<file path="src/rtl/core/deq_pkg.sv">
// ----------------------------------------------------------------------------
// deq_pkg
// Types, sizes and word helpers for the ring-buffer double-ended queue.
// ----------------------------------------------------------------------------
package deq_pkg;

    localparam int DEPTH      = 256;
    localparam int DATA_WIDTH = 32;
    localparam int AW         = (DEPTH > 2) ? $clog2(DEPTH) : 1;
    localparam int CNT_W      = $clog2(DEPTH + 1);
    localparam int SUM_W      = ((AW > 8) ? AW : 8) + 2;

    typedef enum logic [2:0] {
        OP_PUSH_FRONT = 3'd0,
        OP_PUSH_BACK  = 3'd1,
        OP_POP_FRONT  = 3'd2,
        OP_POP_BACK   = 3'd3,
        OP_READ_AT    = 3'd4
    } t_deq_op;

    typedef enum logic [1:0] {
        ST_OK    = 2'd0,
        ST_FULL  = 2'd1,
        ST_EMPTY = 2'd2,
        ST_RANGE = 2'd3
    } t_deq_status;

    typedef struct packed {
        logic [2:0]         opcode;
        logic signed [31:0] push_value;
        logic [7:0]         position;
    } t_deq_in;

    typedef struct packed {
        logic signed [31:0] read_value;
        logic [8:0]         element_count;
        logic               is_empty;
        logic [1:0]         status;
    } t_deq_out;

    typedef struct packed {
        logic                  we;
        logic                  re;
        logic [AW-1:0]         addr;
        logic [DATA_WIDTH-1:0] wdata;
    } t_deq_mem_req;

    typedef struct packed {
        logic             valid;
        logic             use_rdata;
        t_deq_status      status;
        logic [CNT_W-1:0] count;
    } t_deq_rsp;

    function automatic logic [DATA_WIDTH-1:0] word_in(logic signed [31:0] v);
        logic signed [63:0] t;
        t = 64'(v);
        return t[DATA_WIDTH-1:0];
    endfunction

    function automatic logic signed [31:0] word_out(logic [DATA_WIDTH-1:0] w);
        logic signed [DATA_WIDTH-1:0] s;
        logic signed [63:0]           t;
        s = w;
        t = 64'(s);
        return t[31:0];
    endfunction

    function automatic logic [8:0] count_field(logic [CNT_W-1:0] c);
        logic [31:0] t;
        t = 32'(c);
        return t[8:0];
    endfunction

endpackage

</file>
<file path="src/rtl/core/deq_ctrl.sv">
// ----------------------------------------------------------------------------
// deq_ctrl
// Front pointer and count; decodes an operation into a slot access.
// ----------------------------------------------------------------------------
module deq_ctrl (
    input  logic                  i_clk,
    input  logic                  i_rst_n,
    input  logic                  i_accept,
    input  deq_pkg::t_deq_in      i_op,
    output deq_pkg::t_deq_mem_req o_mem,
    output deq_pkg::t_deq_rsp     o_rsp
);
    import deq_pkg::*;

    logic [AW-1:0]    r_front, n_front;
    logic [CNT_W-1:0] r_count, n_count;
    t_deq_rsp         r_rsp, n_rsp;

    logic [SUM_W-1:0] offset;
    logic [SUM_W-1:0] sum;
    logic [SUM_W-1:0] wrapped;
    logic [AW-1:0]    front_dec;
    logic [AW-1:0]    front_inc;
    logic             full;
    logic             empty;
    logic             in_range;

    assign full     = (SUM_W'(r_count) == SUM_W'(DEPTH));
    assign empty    = (r_count == '0);
    assign in_range = (SUM_W'(i_op.position) < SUM_W'(r_count));

    assign front_dec = (r_front == '0) ? AW'(DEPTH - 1) : r_front - AW'(1);
    assign front_inc = (SUM_W'(r_front) == SUM_W'(DEPTH - 1)) ? '0 : r_front + AW'(1);

    always_comb begin
        case (i_op.opcode)
            OP_PUSH_BACK: offset = SUM_W'(r_count);
            OP_POP_BACK:  offset = SUM_W'(r_count) - SUM_W'(1);
            OP_READ_AT:   offset = SUM_W'(i_op.position);
            default:      offset = '0;
        endcase
        sum     = SUM_W'(r_front) + offset;
        wrapped = (sum >= SUM_W'(DEPTH)) ? sum - SUM_W'(DEPTH) : sum;
    end

    always_comb begin
        n_front         = r_front;
        n_count         = r_count;
        n_rsp.valid     = i_accept;
        n_rsp.use_rdata = 1'b0;
        n_rsp.status    = ST_OK;
        o_mem.we        = 1'b0;
        o_mem.re        = 1'b0;
        o_mem.addr      = wrapped[AW-1:0];
        o_mem.wdata     = word_in(i_op.push_value);
        case (i_op.opcode)
            OP_PUSH_FRONT: begin
                if (full) begin
                    n_rsp.status = ST_FULL;
                end else begin
                    o_mem.we   = i_accept;
                    o_mem.addr = front_dec;
                    n_front    = front_dec;
                    n_count    = r_count + CNT_W'(1);
                end
            end
            OP_PUSH_BACK: begin
                if (full) begin
                    n_rsp.status = ST_FULL;
                end else begin
                    o_mem.we = i_accept;
                    n_count  = r_count + CNT_W'(1);
                end
            end
            OP_POP_FRONT: begin
                if (empty) begin
                    n_rsp.status = ST_EMPTY;
                end else begin
                    o_mem.re        = i_accept;
                    o_mem.addr      = r_front;
                    n_rsp.use_rdata = 1'b1;
                    n_front         = front_inc;
                    n_count         = r_count - CNT_W'(1);
                end
            end
            OP_POP_BACK: begin
                if (empty) begin
                    n_rsp.status = ST_EMPTY;
                end else begin
                    o_mem.re        = i_accept;
                    n_rsp.use_rdata = 1'b1;
                    n_count         = r_count - CNT_W'(1);
                end
            end
            OP_READ_AT: begin
                if (!in_range) begin
                    n_rsp.status = ST_RANGE;
                end else begin
                    o_mem.re        = i_accept;
                    n_rsp.use_rdata = 1'b1;
                end
            end
            default: begin
            end
        endcase
        n_rsp.count = n_count;
    end

    always_ff @(posedge i_clk) begin
        if (!i_rst_n) begin
            r_front     <= '0;
            r_count     <= '0;
            r_rsp.valid <= 1'b0;
        end else begin
            r_rsp.valid <= n_rsp.valid;
            if (i_accept) begin
                r_front <= n_front;
                r_count <= n_count;
            end
        end
        if (i_accept) begin
            r_rsp.use_rdata <= n_rsp.use_rdata;
            r_rsp.status    <= n_rsp.status;
            r_rsp.count     <= n_rsp.count;
        end
    end

    assign o_rsp = r_rsp;

endmodule

</file>
<file path="config.mk">
export PLATFORM = sky130hd
export DESIGN_NAME = deq_ctrl
export DESIGN_NICKNAME = d
export VERILOG_FILES = /design/src/rtl/core/deq_pkg.sv /design/src/rtl/core/deq_ctrl.sv
export SDC_FILE = /design/constraint.sdc
export NUM_CORES = 1
export LEC_CHECK = 0
export BUFFER_PORTS_ARGS = -buffer_cell sky130_fd_sc_hd__buf_2
export CAP_MARGIN = 15
export CORE_MARGIN = 5
export CORE_UTILIZATION = 55
export CTS_CLUSTER_DIAMETER = 40
export CTS_CLUSTER_SIZE = 8
export DETAILED_ROUTE_END_ITERATION = 16
export PLACE_DENSITY = 0.92
export SETUP_SLACK_MARGIN = 0.15
export SLEW_MARGIN = 0
export SYNTH_ARGS = -nofsm -noshare
export SYNTH_HDL_FRONTEND = slang
export SYNTH_SLANG_ARGS = --single-unit
</file>
<file path="constraint.sdc">
create_clock -name i_clk -period 6.51 [get_ports i_clk]
set_input_delay 0.9765 -clock i_clk [delete_from_list [all_inputs] [get_ports i_clk]]
set_output_delay 0.9765 -clock i_clk [all_outputs]
set_load 0.005 [all_outputs]
</file>
**Word-level counts from Yosys, hierarchy flattened**

Cells that the tools add are included.

- Divide/modulo/power cells: 0
- Bitwise operators: 0
- $mul: 0
- Reductions and logical operators: 7
- Muxes and demuxes: 25
- $lt $le $gt $ge: 2
- $add $sub $neg: 7
- Shift operators: 0
- Eq/ne operators: 8

Operator list:

| kind | number |
|---|---|
| 8-bit 2-to-1 mux | 6 |
| 8-bit one-hot mux with 2 select lines | 2 |
| 10-bit one-hot mux with 3 select lines | 1 |
| 9-bit 2-to-1 mux | 3 |
| 9-bit one-hot mux with 2 select lines | 1 |
| 8-bit by 1-bit subtractor with 8-bit output, second input constant | 2 |
| 8-bit by 10-bit adder with 10-bit output | 1 |
| 10-bit by 9-bit >= comparator with 1-bit output, second input constant | 1 |
| 9-bit by 1-bit subtractor with 10-bit output, second input constant | 1 |
| 9-bit by 1-bit adder with 9-bit output, second input constant | 1 |
| 9-bit == test, second input constant | 1 |
| 9-bit zero test | 1 |
| 8-bit by 9-bit less-than comparator with 1-bit output | 1 |
| 9-bit by 1-bit subtractor with 9-bit output, second input constant | 1 |
| 8-bit by 1-bit adder with 8-bit output, second input constant | 1 |
| 8-bit == test, second input constant | 1 |
| 8-bit zero test | 1 |
| 1-bit 2-to-1 mux | 7 |
| 3-bit by 2-bit == test with 1-bit output, second input constant | 2 |
| 2-bit one-hot mux with 3 select lines | 1 |
| 2-bit 2-to-1 mux | 2 |
| 2-bit != test, second input constant | 2 |
| 4-bit AND reduction | 1 |
| 2-bit OR reduction | 2 |
| 6 further kinds | 6 |

- Bits in latches: 0
- Bits of input ports: 46
- Word-level logic and storage cells: 55
- Output and inout port bits: 55
- ROM bits: 0
- Register bits after elaboration: 30
- Memories: 0
- Memory bits (writable): 0

**Longest topological paths before layout**

- Depth after elaboration: 7
- Depth in mapped cells: 15
- Depth with buffers taken out: 13

**Least setup slack after synthesis**

OpenSTA, ideal clock, no wires.

- Path type: input to output
- From: input i_op[41] (netlist name)
- To: output o_mem[38] (netlist name)
- Slack: 2.171 ns
- Data arrival time: 3.363 ns
- Data required time: 5.534 ns
- Path buffers: 3
- Stages: 15
- Path through: clkbuf_1 -> buf_2 -> nor3_1 -> clkbuf_1 -> nand2_1 -> o21ai_0 -> ha_1 -> inv_1 -> fa_1 -> nor2b_1 -> o21ai_0 -> a21oi_1 -> o21a_1 -> nor3_1 -> o31ai_1

RTL lines:

| item | line | source |
|---|---|---|
| start: declaration | deq_ctrl.sv:9 | `input deq_pkg::t_deq_in i_op,` |
| end: declaration | deq_ctrl.sv:10 | `output deq_pkg::t_deq_mem_req o_mem,` |

==> insert_results.sql <==
INSERT INTO impl_metrics (metric_group, metric, value, unit) VALUES
('worst_setup_path', 'cp.arrival', '3800', 'ps'),
('yosys', 'synthMostInstantiatedCell', 'sky130_fd_sc_hd__nor2_1', ''),
('clock_tree', 'cts-root-to-sink-buffers', '2', ''),
('timing', 'fin_setup_tns', '0', 'ps'),
('pwr', 'power_leakage', '0.00118', 'µW'),
('clock_tree', 'clock-root-buffer', 'sky130_fd_sc_hd__clkbuf_8', ''),
('yosys', 'synth.area.top_cells', 'sky130_fd_sc_hd__dfxtp_1, sky130_fd_sc_hd__edfxtp_1, sky130_fd_sc_hd__ha_1, sky130_fd_sc_hd__buf_4, sky130_fd_sc_hd__nor2_1', ''),
('routing', 'antenna_left', '0', ''),
('yosys', 'summed_instance_area_of_the_synthesized_netlist', '3070', 'µm²'),
('timing', 'worst_slew_margin_rel', '23.3', '%'),
('yosys', 'mappedNetlistNets', '464', ''),
('yosys', 'synthArstFlopShare', '0', '%'),
('timing', 'max_clock_freq', '210', 'MHz'),
('worst_setup_path', 'setup.worst_path.class', 'in -> out', ''),
('worst_setup_path', 'cell_with_the_largest_stage_delay_on_the_worst_path', 'sky130_fd_sc_hd__fa_1', ''),
('hold_path', 'hp-start', 'r_count[5]', ''),
('clock_tree', 'cts_max_level', '2', ''),
('floorplanning', 'initial_core_utilization', '56.0', '%'),
('worst_setup_path', 'worstReg2RegEnd', 'r_front[3]', ''),
('floorplanning', 'die_x', '84.7', 'µm'),
('finish', 'antenna_cells_inserted', '0', ''),
('clock_tree', 'postCtsSetupRepairBufs', '0', ''),
('run_status', 'status', 'complete, no violations', ''),
('finish', 'design.final.nets', '451', ''),
('yosys', 'synth_top_area_share', '11.8', '%'),
('finish', 'area_delta_synth_final', '0.449', '%'),
('finish', 'final_cell_area', '3080', 'µm²'),
('routing', 'drt-pass1-iter-count', '5', ''),
('timing', 'hold_fails_final_rpt', '0', ''),
('clock_tree', 'worst_skew_pair.late_latency', '300', 'ps'),
('timing', 'worst_clock_skew', '10.2', 'ps'),
('clock_tree', 'tritoncts_num_sinks', '30', ''),
('hold_path', 'min_to', 'r_count[5]', ''),
('routing', 'route.vias.total', '2889', ''),
('routing', 'via_to_cell_ratio', '6.32', ''),
('hold_path', 'timing.hold.worst_path_depth', '2', ''),
('worst_setup_path', 'crit_chain', 'buf_2 > inv_1 > nor3_1 > nand2_1 > o21ai_0 > ha_1 > inv_1 > fa_1 > nor2b_1 > o21ai_0 > a21oi_1 > o21a_1 > nor3_1 > o31ai_1 > buf_2', ''),
('placed_design', 'io_buffers', '36', ''),
('clock_tree', 'cts_inserted_buffers', '5', ''),
('yosys', 'netlist.top_cell.by_area', 'sky130_fd_sc_hd__dfxtp_1', ''),
('worst_setup_path', 'worst_r2r_path_depth', '8', ''),
('placed_design', 'hpwlAfterDp', '5.91', 'mm'),
('floorplanning', 'rows', '27', ''),
('global_route', 'number_of_antenna_violations_at_the_first_check_in_global_routing', '0', ''),
('yosys', 'synth_cell_type_count', '66', ''),
('routing', 'wirelength', '7.92', 'mm'),
('run', 'max_cap_violations', '0', ''),
('timing', 'min_cycle_time_layout', '4770', 'ps'),
('clock_tree', 'cts.repair.resized', '0', ''),
('pwr', 'power.density', '197', 'nW/µm²'),
('yosys', 'synth_commonest_cells', 'sky130_fd_sc_hd__nor2_1, sky130_fd_sc_hd__buf_4, sky130_fd_sc_hd__o21ai_0', ''),
('floorplanning', 'ioPinCount', '101', ''),
('routing', 'detail_route.iter0.violations', '367', ''),
('yosys', 'synth_area_per_cell', '7.72', 'µm²'),
('placed_design', 'place_congestion', '0.978', ''),
('yosys', 'ys_ff_latch', '30', ''),
('worst_setup_path', 'critical-path-top-delay-family', 'compound AO/OA/AOI/OAI gates', ''),
('worst_setup_path', 'critPathRequiredTime', '5530', 'ps'),
('floorplanning', 'placeableCoreArea', '5470', 'µm²'),
('worst_setup_path', 'setup.worst_path.end_class', 'primary output', ''),
('global_route', 'grt_first_pass_wirelength', '13.2', 'mm'),
('worst_setup_path', 'worstPathBufferInverterCount', '4', ''),
('clock_tree', 'tritoncts', 'built', ''),
('worst_setup_path', 'critical_path_peak_fanout', '22', ''),
('timing', 'post_route_fraction_of_the_period_consumed_by_the_critical_path', '73.3', '%'),
('yosys', 'syn-instance-count', '397', ''),
('timing', 'setup_viol', '0', ''),
('global_route', 'globalRouteTotalUtil', '22.2', '%'),
('timing', 'grt_setup_unrepaired', 'false', ''),
('yosys', 'yosysWarningCount', '0', ''),
('floorplanning', 'die_height', '84.7', 'µm');
==> metrics by stage <==
stage               setup WS (ps)  utilization (%)  power [µW]  cells  hold WS, ps
finish                       1740             56.3         606    457          595
global route                 1400             56.3         639    457          618
CTS                          1750             56.3         602    457          575
detailed placement           1780             54.6         443    449          558
global placement             1910             54.6         436    449          553
floorplan                    2170                -         401    397          508
==> metal layers <==
layer / vias to the layer above / wire, µm / global-route usage [%]
li1: 1384 / - / -
met1: 1330 / 3290 / 28.7
met2: 146 / 3700 / 35.4
met3: 29 / 710 / 5.79
met4: 0 / 221 / 8.35
met5: - / 0 / 0
==> cell families (layout without fill, tap and decap cells) <==
logic type                 after synthesis  count (layout)  share of synthesized area [%]
muxes                                    2               2                          0.653
DFF                                     30              30                           23.5
AOI/OAI and AO/OA                      107             107                           23.4
and+or+nand+nor                        136             136                           23.4
adders and majority gates               21              21                           8.82
buffers and inverters                   81              69                           14.5
xor gates and xnor gates                20              20                           5.71
==> layout by cell type, fill, tap and decap left out, types with 6 or more instances in the layout <==
cell type and instances:
sky130_fd_sc_hd__a21oi_1 22, sky130_fd_sc_hd__buf_2 36, sky130_fd_sc_hd__clkbuf_8 6, sky130_fd_sc_hd__dfxtp_1 18, sky130_fd_sc_hd__edfxtp_1 12, sky130_fd_sc_hd__ha_1 20, sky130_fd_sc_hd__inv_1 23, sky130_fd_sc_hd__nand2_1 24
sky130_fd_sc_hd__nand3_1 11, sky130_fd_sc_hd__nor2_1 40, sky130_fd_sc_hd__nor3_1 14, sky130_fd_sc_hd__o21ai_0 28, sky130_fd_sc_hd__o221ai_1 7, sky130_fd_sc_hd__o22ai_1 6, sky130_fd_sc_hd__xnor2_1 16
==> flip-flops by register name, summed over array words and instances, names as in the netlist <==
register / flops
r_front: 8
o_rsp: 13
r_count: 9
==> worst max path at each step <==
stage | endpoint | slack, ps | cells past startpoint
finish | o_mem[38] | 1740 | 15
global placement | o_mem[38] | 1910 | 15
detailed placement | o_mem[38] | 1780 | 15
CTS | o_mem[38] | 1750 | 15
global route | o_mem[38] | 1400 | 15
floorplan | o_mem[38] | 2170 | 15
==> power by group <==
group          internal (µW)  switching (µW)  total [µW]
sequential               211            18.0         229
clock                   85.3            77.2         162
combinational           87.3             127         214
==> tightest hold or removal path: stages, from the launching register on <==
cell and delay, ps:
sky130_fd_sc_hd__dfxtp_1 380, sky130_fd_sc_hd__o21ai_0 110, sky130_fd_sc_hd__a21oi_1 60
==> layout make-up <==
type	count	area, µm²
fill	512	2390
multi-input combinational	286	1900
sequential	30	721
timing repair buffer	37	188
inverter	24	90.1
tap	72	90.1
clock buffer	7	86.3
clock inverter	1	5.00
Note: power is estimated with default switching activity, not from simulation.
